`src/hw/rtl/fall_det_pkg.sv`:
```
// Shared types and constants for the fall detector: transaction payloads,
// register indexes and reset values. No dependencies.
package fall_det_pkg;

   localparam int ONE_G_COUNTS_DEF = 2048;
   // Signed width for the one-g window compare: holds |axis| and one g plus tolerance
   localparam int NEAR_W = 18;
   localparam int ADDR_W = 5;
   localparam int DATA_W = 32;
   localparam int IDX_W  = 3;
   localparam int SQ_W   = 31;
   localparam int MAG_W  = 32;

   localparam logic [IDX_W-1:0] REG_OFFSET_X     = 3'd0;
   localparam logic [IDX_W-1:0] REG_OFFSET_Y     = 3'd1;
   localparam logic [IDX_W-1:0] REG_OFFSET_Z     = 3'd2;
   localparam logic [IDX_W-1:0] REG_FALL_THRESH  = 3'd3;
   localparam logic [IDX_W-1:0] REG_IMPACT_THRESH = 3'd4;
   localparam logic [IDX_W-1:0] REG_GRAVITY_TOL  = 3'd5;
   localparam logic [IDX_W-1:0] REG_FALL_WINDOW  = 3'd6;
   localparam logic [IDX_W-1:0] REG_SETTLE       = 3'd7;

   localparam logic signed [15:0] RST_OFFSET_X     = -16'sd372;
   localparam logic signed [15:0] RST_OFFSET_Y     = 16'sd14;
   localparam logic signed [15:0] RST_OFFSET_Z     = 16'sd12;
   localparam logic [15:0]        RST_FALL_THRESH  = 16'd1065;
   localparam logic [15:0]        RST_IMPACT_THRESH = 16'd7496;
   localparam logic [11:0]        RST_GRAVITY_TOL  = 12'd205;
   localparam logic [15:0]        RST_FALL_WINDOW  = 16'd3000;
   localparam logic [15:0]        RST_SETTLE       = 16'd1500;

   localparam logic [MAG_W-1:0] RST_FALL_SQ   = MAG_W'(1065 * 1065);
   localparam logic [MAG_W-1:0] RST_IMPACT_SQ = MAG_W'(7496 * 7496);

   typedef struct packed {
      logic signed [15:0] accel_x;
      logic signed [15:0] accel_y;
      logic signed [15:0] accel_z;
      logic [31:0]        now_ms;
   } fall_det_req_type;

   typedef struct packed {
      logic free_fall_active;
      logic impact_pending;
      logic fall_detected;
   } fall_det_rsp_type;

   // Front-end results handed to the decision stage
   typedef struct packed {
      logic [SQ_W-1:0] x_sq;
      logic [SQ_W-1:0] y_sq;
      logic [SQ_W-1:0] z_sq;
      logic [31:0]     now_ms;
      logic            near_g;
   } fall_det_front_type;

endpackage

```
`src/hw/rtl/fall_det_front.sv`:
```
// Front end of the fall detector: offset removal, per-axis squares and the
// one-g rest orientation check. Uses fall_det_pkg.
module fall_det_front #(
   parameter int ONE_G_COUNTS = fall_det_pkg::ONE_G_COUNTS_DEF
) (
   input  fall_det_pkg::fall_det_req_type   sample,
   input  logic signed [15:0]               offset_x,
   input  logic signed [15:0]               offset_y,
   input  logic signed [15:0]               offset_z,
   input  logic [11:0]                      gravity_tol,
   output fall_det_pkg::fall_det_front_type front
);

   localparam int NW = fall_det_pkg::NEAR_W;
   localparam logic signed [NW-1:0] ONE_G = NW'(ONE_G_COUNTS);

   logic signed [15:0] cal_x, cal_y, cal_z;
   logic signed [31:0] prod_x, prod_y, prod_z;
   logic signed [NW-1:0] tol_s, win_hi, win_lo;
   logic signed [NW-1:0] ext_x, ext_z, abs_x, abs_z;
   logic near_x, near_z;

   // Differences wrap to 16 bits
   assign cal_x = sample.accel_x - offset_x;
   assign cal_y = sample.accel_y - offset_y;
   assign cal_z = sample.accel_z - offset_z;

   assign prod_x = cal_x * cal_x;
   assign prod_y = cal_y * cal_y;
   assign prod_z = cal_z * cal_z;

   assign tol_s  = signed'(NW'(gravity_tol));
   assign win_hi = ONE_G + tol_s;
   assign win_lo = ONE_G - tol_s;

   assign ext_x = NW'(cal_x);
   assign ext_z = NW'(cal_z);
   assign abs_x = ext_x[NW-1] ? -ext_x : ext_x;
   assign abs_z = ext_z[NW-1] ? -ext_z : ext_z;

   // Lower bound may go negative: compare signed
   assign near_x = (abs_x <= win_hi) && (abs_x >= win_lo);
   assign near_z = (abs_z <= win_hi) && (abs_z >= win_lo);

   always_comb begin
      front.x_sq   = prod_x[fall_det_pkg::SQ_W-1:0];
      front.y_sq   = prod_y[fall_det_pkg::SQ_W-1:0];
      front.z_sq   = prod_z[fall_det_pkg::SQ_W-1:0];
      front.now_ms = sample.now_ms;
      front.near_g = near_x || near_z;
   end

endmodule

```
`src/hw/rtl/fall_detector_free_fall_impact_rest.sv`:
```
// Pipeline: input register, then square stage register, then decision into the
// result register. Accepts one sample per cycle while results are taken;
// rsp_ready low stalls the stages that are full.
// The per-axis squares set the middle stage; the state update closes in the last.
// Reset (synchronous, active high) clears the pipeline and fall state and
// loads every configuration register with its default.
module fall_detector_free_fall_impact_rest #(
   parameter int ONE_G_COUNTS = fall_det_pkg::ONE_G_COUNTS_DEF
) (
   input  logic                                  clock,
   input  logic                                  reset,
   input  logic                                  req_valid,
   output logic                                  req_ready,
   input  fall_det_pkg::fall_det_req_type        req_data,
   output logic                                  rsp_valid,
   input  logic                                  rsp_ready,
   output fall_det_pkg::fall_det_rsp_type        rsp_data,
   input  logic                                  psel,
   input  logic                                  penable,
   input  logic                                  pwrite,
   input  logic [fall_det_pkg::ADDR_W-1:0]       paddr,
   input  logic [fall_det_pkg::DATA_W-1:0]       pwdata,
   output logic [fall_det_pkg::DATA_W-1:0]       prdata,
   output logic                                  pready
);

   localparam int MW = fall_det_pkg::MAG_W;

   // Configuration registers
   logic signed [15:0] offset_x_ff, offset_y_ff, offset_z_ff;
   logic [15:0] fall_thresh_ff, impact_thresh_ff, fall_window_ff, settle_ff;
   logic [11:0] gravity_tol_ff;
   logic [MW-1:0] fall_sq_ff, impact_sq_ff;
   logic [fall_det_pkg::IDX_W-1:0] reg_idx;
   logic csr_write;

   // Pipeline
   logic s0_valid_ff, s1_valid_ff, out_valid_ff;
   fall_det_pkg::fall_det_req_type s0_data_ff;
   fall_det_pkg::fall_det_front_type s1_data_ff, front;
   fall_det_pkg::fall_det_rsp_type out_data_ff;
   logic out_ready, s1_ready, s0_ready;

   // Fall state
   logic armed_ff, impact_ff, latched_ff;
   logic [31:0] start_time_ff, impact_time_ff;
   logic armed_in, impact_in, latched_in;
   logic [31:0] start_time_in, impact_time_in;
   logic [MW-1:0] mag_sq;

   assign pready    = 1'b1;
   assign reg_idx   = paddr[fall_det_pkg::ADDR_W-1:2];
   assign csr_write = psel && penable && pwrite;

   always_ff @(posedge clock) begin
      if (reset) begin
         offset_x_ff      <= fall_det_pkg::RST_OFFSET_X;
         offset_y_ff      <= fall_det_pkg::RST_OFFSET_Y;
         offset_z_ff      <= fall_det_pkg::RST_OFFSET_Z;
         fall_thresh_ff   <= fall_det_pkg::RST_FALL_THRESH;
         impact_thresh_ff <= fall_det_pkg::RST_IMPACT_THRESH;
         gravity_tol_ff   <= fall_det_pkg::RST_GRAVITY_TOL;
         fall_window_ff   <= fall_det_pkg::RST_FALL_WINDOW;
         settle_ff        <= fall_det_pkg::RST_SETTLE;
      end else if (csr_write) begin
         case (reg_idx)
            fall_det_pkg::REG_OFFSET_X:      offset_x_ff      <= pwdata[15:0];
            fall_det_pkg::REG_OFFSET_Y:      offset_y_ff      <= pwdata[15:0];
            fall_det_pkg::REG_OFFSET_Z:      offset_z_ff      <= pwdata[15:0];
            fall_det_pkg::REG_FALL_THRESH:   fall_thresh_ff   <= pwdata[15:0];
            fall_det_pkg::REG_IMPACT_THRESH: impact_thresh_ff <= pwdata[15:0];
            fall_det_pkg::REG_GRAVITY_TOL:   gravity_tol_ff   <= pwdata[11:0];
            fall_det_pkg::REG_FALL_WINDOW:   fall_window_ff   <= pwdata[15:0];
            fall_det_pkg::REG_SETTLE:        settle_ff        <= pwdata[15:0];
            default: ;
         endcase
      end
   end

   // Squared thresholds follow the registers in the next cycle
   always_ff @(posedge clock) begin
      if (reset) begin
         fall_sq_ff   <= fall_det_pkg::RST_FALL_SQ;
         impact_sq_ff <= fall_det_pkg::RST_IMPACT_SQ;
      end else begin
         fall_sq_ff   <= fall_thresh_ff * fall_thresh_ff;
         impact_sq_ff <= impact_thresh_ff * impact_thresh_ff;
      end
   end

   always_comb begin
      case (reg_idx)
         fall_det_pkg::REG_OFFSET_X:      prdata = 32'(unsigned'(offset_x_ff));
         fall_det_pkg::REG_OFFSET_Y:      prdata = 32'(unsigned'(offset_y_ff));
         fall_det_pkg::REG_OFFSET_Z:      prdata = 32'(unsigned'(offset_z_ff));
         fall_det_pkg::REG_FALL_THRESH:   prdata = 32'(fall_thresh_ff);
         fall_det_pkg::REG_IMPACT_THRESH: prdata = 32'(impact_thresh_ff);
         fall_det_pkg::REG_GRAVITY_TOL:   prdata = 32'(gravity_tol_ff);
         fall_det_pkg::REG_FALL_WINDOW:   prdata = 32'(fall_window_ff);
         fall_det_pkg::REG_SETTLE:        prdata = 32'(settle_ff);
         default:                         prdata = '0;
      endcase
   end

   // Each stage advances whenever the next one has room
   assign out_ready = !out_valid_ff || rsp_ready;
   assign s1_ready  = !s1_valid_ff || out_ready;
   assign s0_ready  = !s0_valid_ff || s1_ready;
   assign req_ready = s0_ready;

   fall_det_front #(
      .ONE_G_COUNTS(ONE_G_COUNTS)
   ) u_front (
      .sample     (s0_data_ff),
      .offset_x   (offset_x_ff),
      .offset_y   (offset_y_ff),
      .offset_z   (offset_z_ff),
      .gravity_tol(gravity_tol_ff),
      .front      (front)
   );

   always_ff @(posedge clock) begin
      if (reset) begin
         s0_valid_ff  <= 1'b0;
         s1_valid_ff  <= 1'b0;
         out_valid_ff <= 1'b0;
      end else begin
         if (s0_ready)  s0_valid_ff  <= req_valid;
         if (s1_ready)  s1_valid_ff  <= s0_valid_ff;
         if (out_ready) out_valid_ff <= s1_valid_ff;
      end
   end

   always_ff @(posedge clock) begin
      if (s0_ready && req_valid)     s0_data_ff <= req_data;
      if (s1_ready && s0_valid_ff)   s1_data_ff <= front;
      if (out_ready && s1_valid_ff) begin
         out_data_ff.free_fall_active <= armed_in;
         out_data_ff.impact_pending   <= impact_in;
         out_data_ff.fall_detected    <= latched_in;
      end
   end

   assign mag_sq = MW'(s1_data_ff.x_sq) + MW'(s1_data_ff.y_sq) + MW'(s1_data_ff.z_sq);

   // Arm, then impact within the window, then rest after settling
   always_comb begin
      armed_in       = armed_ff;
      impact_in      = impact_ff;
      latched_in     = latched_ff;
      start_time_in  = start_time_ff;
      impact_time_in = impact_time_ff;
      if (mag_sq <= fall_sq_ff && !armed_ff) begin
         armed_in      = 1'b1;
         start_time_in = s1_data_ff.now_ms;
      end
      if (armed_in) begin
         if ((s1_data_ff.now_ms - start_time_in) >= 32'(fall_window_ff)) begin
            armed_in = 1'b0;
         end else if (mag_sq >= impact_sq_ff) begin
            impact_in      = 1'b1;
            impact_time_in = s1_data_ff.now_ms;
            armed_in       = 1'b0;
         end
      end
      if (impact_in && s1_data_ff.near_g &&
          (s1_data_ff.now_ms - impact_time_in) >= 32'(settle_ff)) begin
         impact_in  = 1'b0;
         latched_in = 1'b1;
      end
   end

   always_ff @(posedge clock) begin
      if (reset) begin
         armed_ff       <= 1'b0;
         impact_ff      <= 1'b0;
         latched_ff     <= 1'b0;
         start_time_ff  <= '0;
         impact_time_ff <= '0;
      end else if (out_ready && s1_valid_ff) begin
         armed_ff       <= armed_in;
         impact_ff      <= impact_in;
         latched_ff     <= latched_in;
         start_time_ff  <= start_time_in;
         impact_time_ff <= impact_time_in;
      end
   end

   assign rsp_valid = out_valid_ff;
   assign rsp_data  = out_data_ff;

endmodule

```
`config.mk`:
```
export PLATFORM = sky130hd
export DESIGN_NAME = fall_detector_free_fall_impact_rest
export DESIGN_NICKNAME = d
export VERILOG_FILES = /design/src/hw/rtl/fall_det_pkg.sv /design/src/hw/rtl/fall_det_front.sv /design/src/hw/rtl/fall_detector_free_fall_impact_rest.sv
export SDC_FILE = /design/constraint.sdc
export NUM_CORES = 2
export LEC_CHECK = 0
export BUFFER_PORTS_ARGS = -buffer_cell sky130_fd_sc_hd__buf_4
export CORE_MARGIN = 2
export CORE_UTILIZATION = 32
export CTS_CLUSTER_SIZE = 28
export DETAILED_ROUTE_END_ITERATION = 7
export PLACE_DENSITY = 0.57
export SLEW_MARGIN = 5
export SYNTH_ARGS = -nofsm -noshare
export SYNTH_HDL_FRONTEND = slang
export SYNTH_HIERARCHICAL = 1
export SYNTH_SLANG_ARGS = --single-unit
export TNS_END_PERCENT = 10
```
`constraint.sdc`:
```
create_clock -name clock -period 30.2 [get_ports clock]
set_input_delay 6.04 -clock clock [delete_from_list [all_inputs] [get_ports clock]]
set_output_delay 6.04 -clock clock [all_outputs]
set_load 0.05 [all_outputs]
```
==> summary.md <==
| Metric | Value |
|---|---|
| Status | `complete, no violations` |
| CP Buf/Inv Count | `6` |
| Least-Margin Pin Slew | `1165 ps` |
| Synth Flop Type | `dfxtp_1` |
| R2R depth | `85` |
| Hold Fails Final Rpt | `0` |
| Die boundary height | `470.0 um` |
| Tcrit/Tclk final | `70.42%` |
| Vias in the first global route | `54,770` |
| Area of the die | `220,900 um^2` |
| Cell at the slowest stage of the critical path | `buf_4` |
| Worst path max stage delay | `610 ps` |
| Peak Freq | `47.02 MHz` |
| GPL Wtd Cong | `0.9347` |
| RSZ-0062 raised after global routing | `false` |
| CTS max path bufs | `3` |
| Final setup violation count | `0` |
| Max-cap violations | `0` |
| Die Span X | `470.0 um` |
| Cts repair resizes | `0` |
| Post-Route WL | `201.6 mm` |
| WS Path Type | `reg2reg` |
| Clk root buf | `clkbuf_16` |
| Drt wl/cell | `19.03 um` |
| Post-DRT Antenna Nets | `0` |
| Crit. End Element | `register` |
| Met2 Use GR | `31.69%` |
| GRT busiest layer | `met2` |
| Total Neg Setup Slack | `0 ps` |
| Worst endpoint required time | `30,620 ps` |
| Synth Warn # | `6` |
| RR Endpoint | `rsp_data[0]$_DFFE_PP_` |
| Global-route wire length before repair | `314.2 mm` |
| Sequential-to-total area share from yosys stat | `16.41%` |
| DR vias | `52,130` |
| Slew Viols, Final | `0` |
| Post-synth EDFFs | `209` |
| HP Start | `s0_data_ff[24]$_DFFE_PP_` |
| Htree depth | `2` |
| Worst setup SP type | `register` |
| Clk Latency, worst-skew pair | `680 ps` |
| CORE AREA | `216,500 um^2` |
| Clk pin slew, worst setup/hold paths | `70 ps` |
| Port Buffers | `126` |
| Worst hold path stage count | `0` |
| Filler instances | `22,220` |
| I/O pin cnt | `162` |
| Clk sink count | `465` |
| Initial cell density of the core | `32.09%` |
| Post-Syn Area | `69,480 um^2` |
| Grt met1 use | `22.78%` |
| Post-layout min period | `21,270 ps` |
| FF-to-FF Start | `s1_data_ff[65]$_DFFE_PP_` |
| Top delay family on crit path | `compound AO/OA/AOI/OAI gates` |
| Clock buffer count from CTS | `56` |
| Post-CTS Hold Fix Bufs | `0` |
| Worst EP arrival | `21,680 ps` |
| Post CTS Setup Buffer Count | `0` |
| Tot GR Track Use | `18.29%` |
| Register bit total from synthesis | `465` |
| Routing usage on met3 | `1.762%` |
| Initial DRC count | `3,303` |
| Initial antenna violation count | `6` |
| R2R Setup Slk | `8930 ps` |
| DRT Pass-1 Iters | `7` |
| Hold Slack | `414.1 ps` |
| Layout cells sized above 1 | `5.584%` |
| DRC viols | `0` |
| CTS tree | `built` |
| Syn-to-layout area delta | `8.428%` |
| Synthesized area per cell | `9.021 um^2` |
| Routed vias/inst | `4.921` |
| Clk_skew | `33.24 ps` |
| End of the worst hold path | `s1_data_ff[25]$_DFFE_PP_` |
| GR Overflow Total | `0` |
| Largest net degree at the start of global routing | `100` |
| Synth cell types | `112` |
| Nets@finish | `9,599` |
| Crit-path max FO | `44` |
| Hold Path Class | `reg2reg` |
| Post-synthesis async set-or-reset flop share | `0%` |
| Site Rows | `171` |
| Cells after Synth | `7,702` |
| Worst slew margin | `21.79%` |
| Post-DP HPWL | `164.0 mm` |
==> layer usage <==
layer  vias to the layer above  share of wire [%]
li1                      24440                  -
met1                     26110                 41
met2                      1252                 49
met3                       334                4.3
met4                         0                5.5
met5                         -                  0
==> flip-flops by register name (all words and copies together), names as in the netlist, 12 cells and up <==
name              count
s1_data_ff          126
s0_data_ff           80
impact_time_ff       32
start_time_ff        32
fall_sq_ff           31
impact_sq_ff         31
fall_thresh_ff       16
fall_window_ff       16
impact_thresh_ff     16
offset_x_ff          16
offset_y_ff          16
offset_z_ff          16
settle_ff            16
gravity_tol_ff       12
==> per-stage QoR <==
stage                     setup slack [ps]  cells  area [um^2]  utilization (%)
after global placement                9197  10490        73410            33.90
final                                 8934  10590        75330            34.79
after global routing                  7260  10590        75330            34.79
after floorplan                      12290   7722        69550                -
after CTS                             9011  10590        75320            34.79
after detailed placement              9074  10490        73410            33.90
==> final cells by class <==
type	count	area [um^2]	area share, %
Inverter	1714	6435	8.542
Multi-Input combinational cell	5252	50490	67.02
Sequential cell	465	11400	15.13
Timing Repair Buffer	201	1513	2.008
Tap cell	2854	3571	4.740
Clock buffer	71	1539	2.043
Clock inverter	33	374.1	0.4966
Antenna cell	4	10.01	0.01329
==> worst max path at each step <==
stage,start,end,slack [ps],depth (start not counted)
final,s1_data_ff[65]$_DFFE_PP_,rsp_data[0]$_DFFE_PP_,8930,85
after global routing,s1_data_ff[34]$_DFFE_PP_,rsp_data[0]$_DFFE_PP_,7260,87
after CTS,s1_data_ff[65]$_DFFE_PP_,rsp_data[0]$_DFFE_PP_,9010,85
after detailed placement,s1_data_ff[65]$_DFFE_PP_,rsp_data[0]$_DFFE_PP_,9070,85
after global placement,s1_data_ff[65]$_DFFE_PP_,rsp_data[0]$_DFFE_PP_,9200,87
after floorplan,s1_data_ff[65]$_DFFE_PP_,rsp_data[0]$_DFFE_PP_,12290,85
==> Yosys cell counts (81+ instances only) <==
master	instances	area [um^2]
ha_1	735	9196
xor2_1	86	753.2
nor2_1	556	2087
mux2i_1	88	880.8
fa_1	1050	21020
a21oi_1	333	1667
nand3_1	109	545.5
xnor2_1	222	1944
and2_1	131	819.5
edfxtp_1	209	6276
dfxtp_1	256	5125
a21o_1	133	998.5
a211oi_1	81	608.1
nor3_1	103	515.5
nand2_1	689	2586
o21ai_0	164	820.8
inv_1	1694	6359
clkbuf_1	203	762.0
==> logic make-up after synthesis <==
logic type / Yosys count / share of synthesized area (%)
mux: 107 / 1.722
flops: 465 / 16.41
other cells: 3 / 0.01621
fa+ha+maj: 1791 / 43.58
xor+xnor: 312 / 3.976
simple gates: 1922 / 12.65
buf+inv: 2005 / 11.15
compound gates: 1097 / 10.49
==> cell usage in the layout, fill, tap and decap left out, types with 47 or more instances in the layout <==
| master | instances |
|---|---|
| clkbuf_16 | 57 |
| inv_1 | 1693 |
| nand3_1 | 109 |
| nand4_1 | 54 |
| and2_1 | 131 |
| ha_1 | 735 |
| o21ai_0 | 163 |
| dfxtp_1 | 256 |
| xor2_1 | 85 |
| a21o_1 | 133 |
| nor2_1 | 556 |
| nor2b_1 | 50 |
| nand2_1 | 688 |
| xnor2_1 | 220 |
| fa_1 | 1050 |
| nor3_1 | 99 |
| o21bai_1 | 54 |
| mux2i_1 | 88 |
| a21oi_1 | 332 |
| edfxtp_1 | 209 |
| and3_1 | 47 |
| a211oi_1 | 81 |
| buf_4 | 200 |
Power is not shown: default switching activity piles up to over one toggle a cycle in this logic, so the estimate is an artifact.
